File: src/cbdp_pkg.sv
package cbdp_pkg;

   // Block geometry
   localparam int BUFFER_LENGTH    = 1024;
   localparam int SLOTS_PER_PERIOD = 20;
   localparam int POWER_MODULO     = 2;
   localparam int MAX_KEY_BITS     = 64;

   // Derived widths
   localparam int SLOT_W       = $clog2(BUFFER_LENGTH);
   localparam int OFF_W        = $clog2(SLOTS_PER_PERIOD);
   localparam int PERIOD_W     = $clog2(BUFFER_LENGTH / SLOTS_PER_PERIOD + 1);
   localparam int PHASE_W      = $clog2(POWER_MODULO);
   localparam int HALF_PERIOD  = SLOTS_PER_PERIOD / 2;
   localparam int KEY_LEN_W    = 7;
   localparam int KEY_IDX_W    = 6;
   localparam int SPAN_W       = $clog2(MAX_KEY_BITS * SLOTS_PER_PERIOD + 1);
   localparam int CMP_W        = (SPAN_W > SLOT_W + 1) ? SPAN_W : SLOT_W + 1;
   localparam int WORD_W       = 16;
   localparam int SLOT_INDEX_W = 10;

   // Register file
   localparam int CSR_DATA_W = 64;
   localparam int CSR_ADDR_W = 6;
   localparam int CSR_IDX_W  = 3;
   localparam int CSR_LSB    = 3;

   typedef enum logic [CSR_IDX_W-1:0] {
      REG_KEY_BITS       = 3'd0,
      REG_KEY_LENGTH     = 3'd1,
      REG_HIGH_MASK      = 3'd2,
      REG_LOW_MASK       = 3'd3,
      REG_CLAMP_MASK     = 3'd4,
      REG_OWN_CLAMP_MASK = 3'd5
   } reg_index_type;

   localparam logic [KEY_LEN_W-1:0] KEY_LENGTH_RESET = KEY_LEN_W'(1);

   typedef struct packed {
      logic [63:0]          key_bits;
      logic [KEY_LEN_W-1:0] key_length;
      logic [WORD_W-1:0]    high_mask;
      logic [WORD_W-1:0]    low_mask;
      logic [WORD_W-1:0]    clamp_mask;
      logic [WORD_W-1:0]    own_clamp_mask;
   } cfg_type;

   // Register defaults: key length 1, everything else clear
   localparam cfg_type CFG_RESET = cfg_type'({64'd0, KEY_LENGTH_RESET, {4*WORD_W{1'b0}}});

   typedef struct packed {
      logic [WORD_W-1:0]       port_word;
      logic [SLOT_INDEX_W-1:0] slot_index;
      logic                    last;
      logic                    key_too_long;
   } rsp_payload_type;

endpackage

File: src/cbdp_req_if.sv
interface cbdp_req_if;
   logic valid;
   logic ready;
   logic restart;

   modport source (output valid, output restart, input ready);
   modport sink   (input valid, input restart, output ready);
endinterface

File: src/cbdp_rsp_if.sv
interface cbdp_rsp_if;
   logic                                  valid;
   logic                                  ready;
   logic [cbdp_pkg::WORD_W-1:0]           port_word;
   logic [cbdp_pkg::SLOT_INDEX_W-1:0]     slot_index;
   logic                                  last;
   logic                                  key_too_long;

   modport source (output valid, output port_word, output slot_index, output last,
                   output key_too_long, input ready);
   modport sink   (input valid, input port_word, input slot_index, input last,
                   input key_too_long, output ready);
endinterface

File: src/cbdp_csr.sv
module cbdp_csr (
   input  logic                                clock,
   input  logic                                reset,
   input  logic                                csr_psel,
   input  logic                                csr_penable,
   input  logic                                csr_pwrite,
   input  logic [cbdp_pkg::CSR_ADDR_W-1:0]     csr_paddr,
   input  logic [cbdp_pkg::CSR_DATA_W-1:0]     csr_pwdata,
   output logic [cbdp_pkg::CSR_DATA_W-1:0]     csr_prdata,
   output logic                                csr_pready,
   output cbdp_pkg::cfg_type                   cfg
);

   cbdp_pkg::cfg_type       cfg_ff;
   cbdp_pkg::cfg_type       cfg_in;
   cbdp_pkg::reg_index_type reg_idx;
   logic                    wr_en;

   assign csr_pready = 1'b1;
   assign reg_idx    = cbdp_pkg::reg_index_type'(
                          csr_paddr[cbdp_pkg::CSR_ADDR_W-1:cbdp_pkg::CSR_LSB]);
   assign wr_en      = csr_psel && csr_penable && csr_pwrite && csr_pready;

   always_comb begin
      cfg_in = cfg_ff;
      if (wr_en) begin
         case (reg_idx)
            cbdp_pkg::REG_KEY_BITS:       cfg_in.key_bits = csr_pwdata;
            cbdp_pkg::REG_KEY_LENGTH:
               cfg_in.key_length = csr_pwdata[cbdp_pkg::KEY_LEN_W-1:0];
            cbdp_pkg::REG_HIGH_MASK:
               cfg_in.high_mask = csr_pwdata[cbdp_pkg::WORD_W-1:0];
            cbdp_pkg::REG_LOW_MASK:
               cfg_in.low_mask = csr_pwdata[cbdp_pkg::WORD_W-1:0];
            cbdp_pkg::REG_CLAMP_MASK:
               cfg_in.clamp_mask = csr_pwdata[cbdp_pkg::WORD_W-1:0];
            cbdp_pkg::REG_OWN_CLAMP_MASK:
               cfg_in.own_clamp_mask = csr_pwdata[cbdp_pkg::WORD_W-1:0];
            default: ;
         endcase
      end
   end

   always_ff @(posedge clock) begin
      if (reset) begin
         cfg_ff <= cbdp_pkg::CFG_RESET;
      end else begin
         cfg_ff <= cfg_in;
      end
   end

   always_comb begin
      case (reg_idx)
         cbdp_pkg::REG_KEY_BITS:       csr_prdata = cfg_ff.key_bits;
         cbdp_pkg::REG_KEY_LENGTH:     csr_prdata = cbdp_pkg::CSR_DATA_W'(cfg_ff.key_length);
         cbdp_pkg::REG_HIGH_MASK:      csr_prdata = cbdp_pkg::CSR_DATA_W'(cfg_ff.high_mask);
         cbdp_pkg::REG_LOW_MASK:       csr_prdata = cbdp_pkg::CSR_DATA_W'(cfg_ff.low_mask);
         cbdp_pkg::REG_CLAMP_MASK:     csr_prdata = cbdp_pkg::CSR_DATA_W'(cfg_ff.clamp_mask);
         cbdp_pkg::REG_OWN_CLAMP_MASK:
            csr_prdata = cbdp_pkg::CSR_DATA_W'(cfg_ff.own_clamp_mask);
         default:                      csr_prdata = '0;
      endcase
   end

   assign cfg = cfg_ff;

endmodule

File: src/coded_burst_drive_pattern.sv
// Coded burst drive pattern generator.
// Each request on req_chan carries one bit, restart: 1 emits slot 0 of the
// burst buffer, 0 emits the slot after the previous one (wrapping after the
// last slot). Each request yields exactly one response on rsp_chan with the
// port drive word, the slot index, a last-slot flag and the key-too-long flag.
// Burst code and masks are set through the APB-style csr_ port (64-bit data,
// registers at 8-byte spacing); write them only while no request is in flight.
// Responses are registered. Throughput: one request per cycle while
// req_chan.ready is high; slot/period/offset/phase are tracked by counters
// so the drive word comes from one compare and mask selection.
// A two-entry response queue sits between the sides: requests keep flowing
// while one response waits, and req_chan.ready drops only when both entries
// are full, so a stalled receiver loses nothing.
// Reset (synchronous, active high) empties the queue, returns the slot
// counter to 0 and loads register defaults (key length 1, all else 0).
module coded_burst_drive_pattern (
   input  logic                                clock,
   input  logic                                reset,
   cbdp_req_if.sink                            req_chan,
   cbdp_rsp_if.source                          rsp_chan,
   input  logic                                csr_psel,
   input  logic                                csr_penable,
   input  logic                                csr_pwrite,
   input  logic [cbdp_pkg::CSR_ADDR_W-1:0]     csr_paddr,
   input  logic [cbdp_pkg::CSR_DATA_W-1:0]     csr_pwdata,
   output logic [cbdp_pkg::CSR_DATA_W-1:0]     csr_prdata,
   output logic                                csr_pready
);

   cbdp_pkg::cfg_type cfg;

   cbdp_csr u_csr (
      .clock       (clock),
      .reset       (reset),
      .csr_psel    (csr_psel),
      .csr_penable (csr_penable),
      .csr_pwrite  (csr_pwrite),
      .csr_paddr   (csr_paddr),
      .csr_pwdata  (csr_pwdata),
      .csr_prdata  (csr_prdata),
      .csr_pready  (csr_pready),
      .cfg         (cfg)
   );

   // Position of the slot that the next advance emits
   logic [cbdp_pkg::SLOT_W-1:0]   slot_ff,   slot_in;
   logic [cbdp_pkg::OFF_W-1:0]    off_ff,    off_in;
   logic [cbdp_pkg::PERIOD_W-1:0] period_ff, period_in;
   logic [cbdp_pkg::PHASE_W-1:0]  phase_ff,  phase_in;

   // Position of the slot emitted for this request
   logic [cbdp_pkg::SLOT_W-1:0]   cur_slot;
   logic [cbdp_pkg::OFF_W-1:0]    cur_off;
   logic [cbdp_pkg::PERIOD_W-1:0] cur_period;
   logic [cbdp_pkg::PHASE_W-1:0]  cur_phase;

   logic                              push;
   logic                              pop;
   logic [cbdp_pkg::KEY_LEN_W-1:0]    key_len_sat;
   logic [cbdp_pkg::SPAN_W-1:0]       span;
   logic                              too_long;
   logic                              past_key;
   logic                              key_bit;
   logic                              drive_slot;
   logic                              first_half;
   logic [cbdp_pkg::WORD_W-1:0]       word;
   logic                              is_last;
   cbdp_pkg::rsp_payload_type         result;

   // Response queue: entry 0 is the head
   cbdp_pkg::rsp_payload_type ent0_ff, ent0_in;
   cbdp_pkg::rsp_payload_type ent1_ff, ent1_in;
   logic [1:0]                count_ff, count_in;

   assign push = req_chan.valid && req_chan.ready;
   assign pop  = rsp_chan.valid && rsp_chan.ready;

   // Restart forces slot 0; otherwise use the tracked position
   always_comb begin
      if (req_chan.restart) begin
         cur_slot   = '0;
         cur_off    = '0;
         cur_period = '0;
         cur_phase  = '0;
      end else begin
         cur_slot   = slot_ff;
         cur_off    = off_ff;
         cur_period = period_ff;
         cur_phase  = phase_ff;
      end
   end

   assign is_last = (cur_slot == cbdp_pkg::SLOT_W'(cbdp_pkg::BUFFER_LENGTH - 1));

   // Advance the position counters; the whole set drops to zero at buffer wrap
   always_comb begin
      slot_in   = slot_ff;
      off_in    = off_ff;
      period_in = period_ff;
      phase_in  = phase_ff;
      if (push) begin
         if (is_last) begin
            slot_in   = '0;
            off_in    = '0;
            period_in = '0;
            phase_in  = '0;
         end else begin
            slot_in = cur_slot + 1'b1;
            if (cur_off == cbdp_pkg::OFF_W'(cbdp_pkg::SLOTS_PER_PERIOD - 1)) begin
               off_in    = '0;
               period_in = cur_period + 1'b1;
            end else begin
               off_in    = cur_off + 1'b1;
               period_in = cur_period;
            end
            if (cur_phase == cbdp_pkg::PHASE_W'(cbdp_pkg::POWER_MODULO - 1)) begin
               phase_in = '0;
            end else begin
               phase_in = cur_phase + 1'b1;
            end
         end
      end
   end

   // Saturate the key length and size the burst span
   assign key_len_sat = (cfg.key_length > cbdp_pkg::KEY_LEN_W'(cbdp_pkg::MAX_KEY_BITS))
                        ? cbdp_pkg::KEY_LEN_W'(cbdp_pkg::MAX_KEY_BITS) : cfg.key_length;
   assign span        = cbdp_pkg::SPAN_W'(key_len_sat * cbdp_pkg::SLOTS_PER_PERIOD);
   assign too_long    = cbdp_pkg::CMP_W'(span) >= cbdp_pkg::CMP_W'(cbdp_pkg::BUFFER_LENGTH);
   assign past_key    = cbdp_pkg::CMP_W'(cur_slot) >= cbdp_pkg::CMP_W'(span);
   assign key_bit     = cfg.key_bits[cbdp_pkg::KEY_IDX_W'(cur_period)];
   assign first_half  = cur_off < cbdp_pkg::OFF_W'(cbdp_pkg::HALF_PERIOD);

   // Skip the first slot of each half and slots off the power phase
   assign drive_slot = (cur_off != '0)
                    && (cur_off != cbdp_pkg::OFF_W'(cbdp_pkg::HALF_PERIOD))
                    && (cur_phase == cbdp_pkg::PHASE_W'(1));

   always_comb begin
      word = cfg.clamp_mask;
      if (!too_long) begin
         if (past_key) begin
            word = cfg.clamp_mask & ~cfg.own_clamp_mask;
         end else if (drive_slot) begin
            // First half uses low side on a one bit, second half the opposite
            if (first_half ^ key_bit) begin
               word = cfg.clamp_mask | cfg.high_mask;
            end else begin
               word = cfg.clamp_mask | cfg.low_mask;
            end
         end
      end
   end

   assign result.port_word    = word;
   assign result.slot_index   = cbdp_pkg::SLOT_INDEX_W'(cur_slot);
   assign result.last         = is_last;
   assign result.key_too_long = too_long;

   // Queue update: pop shifts entry 1 down, push fills the first free entry
   always_comb begin
      ent0_in  = ent0_ff;
      ent1_in  = ent1_ff;
      count_in = count_ff;
      case ({push, pop})
         2'b11: begin
            if (count_ff == 2'd2) begin
               ent0_in = ent1_ff;
               ent1_in = result;
            end else begin
               ent0_in = result;
            end
         end
         2'b01: begin
            ent0_in  = ent1_ff;
            count_in = count_ff - 2'd1;
         end
         2'b10: begin
            if (count_ff == 2'd0) begin
               ent0_in = result;
            end else begin
               ent1_in = result;
            end
            count_in = count_ff + 2'd1;
         end
         default: ;
      endcase
   end

   always_ff @(posedge clock) begin
      if (reset) begin
         slot_ff   <= '0;
         off_ff    <= '0;
         period_ff <= '0;
         phase_ff  <= '0;
         count_ff  <= '0;
      end else begin
         slot_ff   <= slot_in;
         off_ff    <= off_in;
         period_ff <= period_in;
         phase_ff  <= phase_in;
         count_ff  <= count_in;
      end
   end

   always_ff @(posedge clock) begin
      ent0_ff <= ent0_in;
      ent1_ff <= ent1_in;
   end

   assign req_chan.ready        = (count_ff != 2'd2);
   assign rsp_chan.valid        = (count_ff != 2'd0);
   assign rsp_chan.port_word    = ent0_ff.port_word;
   assign rsp_chan.slot_index   = ent0_ff.slot_index;
   assign rsp_chan.last         = ent0_ff.last;
   assign rsp_chan.key_too_long = ent0_ff.key_too_long;

endmodule
File: src/flat_wrapper.sv
// flat-port wrapper written by rule: the top's interface ports become plain ports
module coded_burst_drive_pattern_flat 
  (clock, reset, csr_psel, csr_penable, csr_pwrite, csr_paddr, csr_pwdata, csr_prdata, csr_pready, req_chan_valid, req_chan_restart, req_chan_ready, rsp_chan_valid, rsp_chan_port_word, rsp_chan_slot_index, rsp_chan_last, rsp_chan_key_too_long, rsp_chan_ready);
  cbdp_req_if req_chan_i ();
  cbdp_rsp_if rsp_chan_i ();
  input  logic clock;
  input  logic reset;
  input  logic csr_psel;
  input  logic csr_penable;
  input  logic csr_pwrite;
  input  logic [cbdp_pkg::CSR_ADDR_W-1:0] csr_paddr;
  input  logic [cbdp_pkg::CSR_DATA_W-1:0] csr_pwdata;
  output logic [cbdp_pkg::CSR_DATA_W-1:0] csr_prdata;
  output logic csr_pready;
  input wire logic [$bits(req_chan_i.valid)-1:0] req_chan_valid;
  input wire logic [$bits(req_chan_i.restart)-1:0] req_chan_restart;
  output wire logic [$bits(req_chan_i.ready)-1:0] req_chan_ready;
  output wire logic [$bits(rsp_chan_i.valid)-1:0] rsp_chan_valid;
  output wire logic [$bits(rsp_chan_i.port_word)-1:0] rsp_chan_port_word;
  output wire logic [$bits(rsp_chan_i.slot_index)-1:0] rsp_chan_slot_index;
  output wire logic [$bits(rsp_chan_i.last)-1:0] rsp_chan_last;
  output wire logic [$bits(rsp_chan_i.key_too_long)-1:0] rsp_chan_key_too_long;
  input wire logic [$bits(rsp_chan_i.ready)-1:0] rsp_chan_ready;
  assign req_chan_i.valid = req_chan_valid;
  assign req_chan_i.restart = req_chan_restart;
  assign req_chan_ready = req_chan_i.ready;
  assign rsp_chan_valid = rsp_chan_i.valid;
  assign rsp_chan_port_word = rsp_chan_i.port_word;
  assign rsp_chan_slot_index = rsp_chan_i.slot_index;
  assign rsp_chan_last = rsp_chan_i.last;
  assign rsp_chan_key_too_long = rsp_chan_i.key_too_long;
  assign rsp_chan_i.ready = rsp_chan_ready;
  coded_burst_drive_pattern u_core (.clock(clock), .reset(reset), .req_chan(req_chan_i), .rsp_chan(rsp_chan_i), .csr_psel(csr_psel), .csr_penable(csr_penable), .csr_pwrite(csr_pwrite), .csr_paddr(csr_paddr), .csr_pwdata(csr_pwdata), .csr_prdata(csr_prdata), .csr_pready(csr_pready));
endmodule
File: config.mk
export PLATFORM = sky130hd
export DESIGN_NAME = coded_burst_drive_pattern_flat
export DESIGN_NICKNAME = d
export VERILOG_FILES = /design/src/cbdp_pkg.sv /design/src/cbdp_req_if.sv /design/src/cbdp_rsp_if.sv /design/src/cbdp_csr.sv /design/src/coded_burst_drive_pattern.sv /design/src/flat_wrapper.sv
export SDC_FILE = /design/constraint.sdc
export NUM_CORES = 1
export LEC_CHECK = 0
export BUFFER_PORTS_ARGS = -buffer_cell sky130_fd_sc_hd__buf_2
export CAP_MARGIN = 30
export CELL_PAD_IN_SITES_DETAIL_PLACEMENT = 0
export CELL_PAD_IN_SITES_GLOBAL_PLACEMENT = 1
export CORE_MARGIN = 2
export CORE_UTILIZATION = 43
export CTS_CLUSTER_SIZE = 20
export DETAILED_ROUTE_END_ITERATION = 10
export PLACE_DENSITY = 0.87
export SYNTH_ARGS = -nofsm -noshare
export SYNTH_HDL_FRONTEND = slang
export SYNTH_SLANG_ARGS = --single-unit
File: constraint.sdc
create_clock -name clock -period 5.5 [get_ports clock]
set_clock_uncertainty 0.15 [all_clocks]
set_input_delay 0.275 -clock clock [delete_from_list [all_inputs] [get_ports clock]]
set_output_delay 0.275 -clock clock [all_outputs]
set_load 0.02 [all_outputs]
==> impl_metrics.tcl, run 1 <==
set metrics [dict create \
    tns_ns 0 \
    yosysWarnings 0 \
    holdCritPathClass "input pin to flop" \
    path_class "flop to flop" \
    status "completed" \
    final_common_cell "nand2_1" \
    drtAntennaViolNets 0 \
    startpoint "u_core.u_csr.cfg[70]" \
    cellPowerDensity_mw_per_mm2 322.0 \
    timing.rr.start "u_core.u_csr.cfg[70]" \
    cp_data_required_time_ns 5.57 \
    dp_hpwl_um 24610 \
    cts_buffers 24 \
    place_congestion 0.8485 \
    rsz0062_at_grt "no" \
    grt_remaining_overflow 0 \
    wl_per_cell_um 18.58 \
    area_growth_pct 19.99 \
    grt_pass1_vias 10730 \
    diodes 0 \
    post-route-min-period_ns 4.760 \
    hold_end "u_core.off_ff[2]" \
    crit_path_end_kind "flop" \
    hold-worst-slack_ns 0.1928 \
    h-tree-depth 1 \
    cts.hold.buffers_added 64 \
    die_x_um 169.8 \
    rr_endpoint "u_core.rsp_chan.port_word[3]" \
    syn_area_mm2 0.01182 \
    clock-sinks 215 \
    dr.pass1.iters 5 \
    start_util 0.4386 \
    drive_gt1_frac 0.1537 \
    hold_viol_final 0 \
    grt.total_usage 0.2515 \
    r2r_setup_slack_ns 0.74 \
    num_rows 60 \
    tritoncts "built" \
    mappedNetlistNets 1572 \
    power_uw 4567 \
    path_max_fanout 14 \
    ff2ff_path_depth 19 \
    ys_ff_latch 215 \
    leakage_uw 0.005453 \
    first_iter_violations 1066 \
    io-pin-count 173 \
    cts_resized 0 \
    synth_flop_cell "dfxtp_1" \
    dieHeight_um 169.8 \
    vdd.ir_drop.worst_v 0.0001849 \
    clk_pin_slew_worst_paths_ns 0.06 \
    max_cap_viol_count 0 \
    fin_nets 1742 \
    vias 11450 \
    ys_async_sr_fraction 0 \
    post_cts.repair.setup_buffers 0 \
    place_area_mm2 0.01284 \
    grt_pass1_wl_um 58330 \
    io_buffer_count 168 \
    clkLatencyLatePin_ns 0.52 \
    clockRootBuffer "clkbuf_16" \
    core_mm2 0.02695 \
    grt_max_degree 84 \
    final_area_mm2 0.01418 \
    tightest_slew_ns 0.9060 \
    syn_avg_cell_area_um2 8.047 \
    slew_headroom 0.3914 \
    hold_depth 2 \
    worstSetupStartpointType "flop" \
    via_per_inst 5.741 \
    setup_violations 0 \
    layout_common_cells "nand2_1 (364), a21oi_1 (186), buf_2 (167)" \
    min_period_over_period 0.8655 \
    synth_edf_count 56 \
    wirelength_um 37050 \
    clock_path_buffers 3 \
    slew_viol_final 0 \
    cp.arrival_ns 4.83 \
    yosysSeqAreaShare 0.4115 \
    die_area_mm2 0.02883 \
    hold_start "reset" \
    antenna_found_initial 0 \
    fmax_ghz 0.2101 \
    synth_cells 1469 \
    route.detailed.drc 0 \
    ys_types 72 \
]
## power by group
part | switching (uW) | total, uW | internal [uW]
sequential | 62.4 | 1940 | 1880
combinational | 728 | 1150 | 418
clock | 643 | 1480 | 838
total | 1430 | 4570 | 3130
## state kept, by name, indices dropped and copies added, names as in the netlist
register	cells
u_core.u_csr.cfg	135
u_core.ent1_ff	28
u_core.rsp_chan.port_word	16
u_core.rsp_chan.slot_index	10
u_core.slot_ff	10
u_core.period_ff	6
u_core.off_ff	5
u_core.count_ff	2
u_core.phase_ff	1
u_core.rsp_chan.key_too_long	1
u_core.rsp_chan.last	1
## critical path: stages (launching register included)
cell      delay [ns]
dfxtp_1         0.48
inv_1           0.17
nand2_1         0.12
inv_1           0.05
ha_1            0.28
ha_1            0.23
fa_1            0.41
a21oi_1         0.14
nor2_1          0.05
nor2_1          0.11
xor2_1          0.08
ha_1            0.29
nand3_1         0.08
nor3_1          0.41
o21ba_2         0.45
buf_4           0.26
a21oi_1         0.08
a311o_1         0.31
a211oi_1        0.20
a211oi_1        0.11
## worst max-delay path by stage
stage	slack (ns)	depth (start not counted)	to
after floorplan	0.47	11	u_core.ent1_ff[0]
after global placement	0.82	19	u_core.rsp_chan.port_word[15]
after detailed placement	0.74	19	u_core.rsp_chan.port_word[15]
after CTS	0.75	19	u_core.rsp_chan.port_word[15]
after global routing	0.35	19	u_core.rsp_chan.port_word[15]
final	0.74	19	u_core.rsp_chan.port_word[3]
## per-stage QoR
stage,util,std cells,setup WS (ns)
floorplan,-,1469,0.4662
global placement,0.4753,1889,0.8194
detailed placement,0.4763,1890,0.7436
CTS,0.5263,1994,0.7527
global route,0.5263,1994,0.3477
finish,0.5263,1994,0.7398
## cell families after synthesis
group           after synthesis  synth area share
simple gates                605            0.2306
compound gates              416            0.2278
flops                       215            0.4115
buf+inv                     149           0.05292
mux                          49           0.04350
fa+ha+maj                    25           0.02710
xor+xnor                      8          0.005927
other cells                   2         0.0006353
## metal layers
layer | routed length [um] | vias to the layer above | global-route usage | part of all wire
met5 | 0 | - | 0 | 0
met2 | 15970 | 469 | 0.3796 | 0.43
met1 | 16990 | 5391 | 0.3650 | 0.46
met3 | 3110 | 55 | 0.04664 | 0.084
met4 | 983 | 0 | 0.07544 | 0.027
li1 | - | 5532 | - | -
## final cells by class
type | instances | area [um2]
Clock inverter | 9 | 48.80
Multi-Input combinational cell | 1105 | 6364
Inverter | 37 | 138.9
Sequential cell | 215 | 4865
Timing Repair Buffer | 256 | 1684
Tap cell | 341 | 426.7
Fill cell | 2526 | 12770
Clock buffer | 31 | 658.1
## cells in the mapped netlist (all sizes together), types with 4 or more instances
master,count,area [um2]
a211oi,23,172.7
a21boi,13,97.59
a21o,13,97.59
a21oi,186,930.9
a221o,14,140.1
a221oi,21,196.4
a22oi,9,67.56
a311o,10,100.1
a311oi,14,135.1
a31oi,30,187.7
and2,52,325.3
and3,13,81.33
buf,25,160.1
clkbuf,87,326.6
dfxtp,159,3183
edfxtp,56,1682
ha,24,300.3
inv,37,138.9
mux2,6,67.56
mux2i,42,420.4
nand2,365,1370
nand2b,8,50.05
nand3,15,75.07
nand4,5,31.28
nor2,69,259.0
nor2b,30,187.7
nor3,16,91.34
nor3b,8,60.06
o21ai,42,210.2
o221ai,9,78.83
o22ai,4,25.02
or2,4,25.03
or4,6,45.04
xnor2,4,35.03
xor2,4,35.03
Power figures use the tool's default switching activity.
==> run 2, diff against run 1 <==
--- a/config.mk
+++ b/config.mk
@@ -8,3 +8,2 @@
 export BUFFER_PORTS_ARGS = -buffer_cell sky130_fd_sc_hd__buf_2
-export CAP_MARGIN = 30
 export CELL_PAD_IN_SITES_DETAIL_PLACEMENT = 0
==> constraint.sdc (replaced) <==
create_clock -name clock -period 5.5 [get_ports clock]
set_clock_uncertainty 0.15 [all_clocks]
set_input_delay 0.55 -clock clock [delete_from_list [all_inputs] [get_ports clock]]
set_output_delay 0.55 -clock clock [all_outputs]
set_load 0.02 [all_outputs]
==> run 2 against run 1 <==
  * Die area stayed put
  * Worst hold slack worse by 0.10 ns
  * Register-to-register slack worse by 0.25 ns
  * Wire length is 2.1% lower
  * Power is 5.5% higher
  * Sequential power hardly changed
  * Combinational power is 6% lower
  * Via count is 2.4% lower
  * Critical path type unchanged
==> impl_metrics.tcl, run 2 (same netlist as run 1, synthesis figures left out) <==
set metrics [dict create \
    status "completed" \
    hold_start "csr_pwdata[16]" \
    diodes 0 \
    fin_nets 1679 \
    slew_viol_final 0 \
    tightest_slew_ns 1.193 \
    timing.rr.start "u_core.u_csr.cfg[70]" \
    path_max_fanout 20 \
    grt_max_degree 106 \
    crit_path_end_kind "flop" \
    grt.total_usage 0.2473 \
    cellPowerDensity_mw_per_mm2 351.7 \
    core_mm2 0.02695 \
    wirelength_um 36260 \
    holdCritPathClass "input pin to flop" \
    min_period_over_period 0.9114 \
    post_cts.repair.setup_buffers 0 \
    slowest_stage "o21ba_2" \
    io_buffer_count 168 \
    clock_path_buffers 3 \
    dp_hpwl_um 24550 \
    grt_pass1_wl_um 57040 \
    cp_data_required_time_ns 5.59 \
    rsz0062_at_grt "no" \
    via_per_inst 5.773 \
    route.detailed.drc 0 \
    worstSetupStartpointType "flop" \
    num_rows 60 \
    io-pin-count 173 \
    setup_violations 0 \
    tns_ns 0 \
    die_x_um 169.8 \
    crit_top_cell "ha_1" \
    layout_common_cells "nand2_1 (364), a21oi_1 (186), buf_2 (167)" \
    h-tree-depth 1 \
    first_iter_violations 965 \
    clock-sinks 215 \
    cts.hold.buffers_added 0 \
    clockRootBuffer "clkbuf_16" \
    place_congestion 0.8479 \
    die_area_mm2 0.02883 \
    fmax_ghz 0.1995 \
    slew_headroom 0.2050 \
    clkLatencyLatePin_ns 0.54 \
    dr.pass1.iters 5 \
    r2r_setup_slack_ns 0.49 \
    cpPeakStageDelay_ns 0.59 \
    grt_remaining_overflow 0 \
    wl_per_cell_um 18.74 \
    area_growth_pct 15.93 \
    grt_pass1_vias 10460 \
    largest_reg_flops 135 \
    hold_viol_final 0 \
    vias 11170 \
    path_class "flop to flop" \
    ff2ff_path_depth 18 \
    cp.arrival_ns 5.10 \
    cts_resized 0 \
    rr_endpoint "u_core.rsp_chan.port_word[10]" \
    vdd.ir_drop.worst_v 0.0001993 \
    hold_end "u_core.u_csr.cfg[87]" \
    dieHeight_um 169.8 \
    cts_buffers 25 \
    post-route-min-period_ns 5.013 \
    start_util 0.4386 \
    drive_gt1_frac 0.1637 \
    final_common_cell "nand2_1" \
    leakage_uw 0.005263 \
    clk_pin_slew_worst_paths_ns 0.06 \
    hold_depth 3 \
    drtAntennaViolNets 0 \
    tritoncts "built" \
    crit_chain "inv_1 -> nand2_1 -> inv_1 -> ha_1 -> ha_1 -> fa_1 -> a21oi_1 -> nor2_1 -> nor2_1 -> xor2_1 -> ha_1 -> nand3_1 -> nor3_1 -> o21ba_2 -> a21boi_0 -> a221o_1 -> a21oi_1 -> a221oi_1" \
    antenna_found_initial 1 \
    max_cap_viol_count 0 \
    hold-worst-slack_ns 0.08797 \
]
## run 2: area by class of cell
| class | count | area [um2] |
|---|---|---|
| inverter | 37 | 138.9 |
| timing repair buffer | 192 | 1023 |
| multi-input combinational | 1105 | 6364 |
| sequential | 215 | 4865 |
| clock buffer | 32 | 671.9 |
| tap | 341 | 426.7 |
| fill | 2616 | 13250 |
| clock inverter | 13 | 215.2 |
## run 2: how the worst max path moves through the flow
stage	to	slack, ns	start
after floorplan	u_core.ent1_ff[0]	0.47	u_core.count_ff[0]
after global placement	u_core.rsp_chan.port_word[14]	0.73	u_core.u_csr.cfg[70]
after detailed placement	u_core.rsp_chan.port_word[14]	0.66	u_core.u_csr.cfg[70]
after CTS	u_core.rsp_chan.port_word[14]	0.62	u_core.u_csr.cfg[70]
after global routing	u_core.rsp_chan.port_word[14]	0.22	u_core.u_csr.cfg[70]
final	u_core.rsp_chan.port_word[10]	0.49	u_core.u_csr.cfg[70]
## run 2: worst max-delay path: cells and delay by family, from the launching register on
| family | cells | cell delay [ns] |
|---|---|---|
| compound gates | 6 | 1.74 |
| fa+ha+maj | 4 | 1.21 |
| simple gates | 5 | 0.81 |
| flops | 1 | 0.49 |
| buf+inv | 2 | 0.23 |
| xor+xnor | 1 | 0.08 |
## run 2: metal layers
layer	GRT usage	part of all wire	up-vias	wire length, um
met2	0.3727	0.42	486	15370
met3	0.06017	0.097	65	3509
met5	0	0.00030	-	11
met4	0.08064	0.027	2	988
met1	0.3482	0.45	5210	16380
li1	-	-	5407	-
## run 2: power breakdown
part / total [uW] / switching, uW / internal [uW] / leakage (uW)
clock network: 1800 / 696 / 1100 / 0.000433
logic: 1080 / 708 / 367 / 0.00300
registers: 1940 / 63.5 / 1880 / 0.00183
total: 4820 / 1470 / 3350 / 0.00526
## run 2: metrics by stage
stage / instance area, um2 / instances / setup WS, ns / power (uW) / utilization
floorplan: 11820 / 1469 / 0.4662 / 2714 / -
global placement: 12820 / 1890 / 0.7285 / 3034 / 0.4756
detailed placement: 12820 / 1890 / 0.6553 / 3054 / 0.4756
CTS: 13700 / 1935 / 0.6172 / 4849 / 0.5085
global route: 13700 / 1935 / 0.2213 / 5034 / 0.5085
finish: 13700 / 1935 / 0.4871 / 4820 / 0.5085
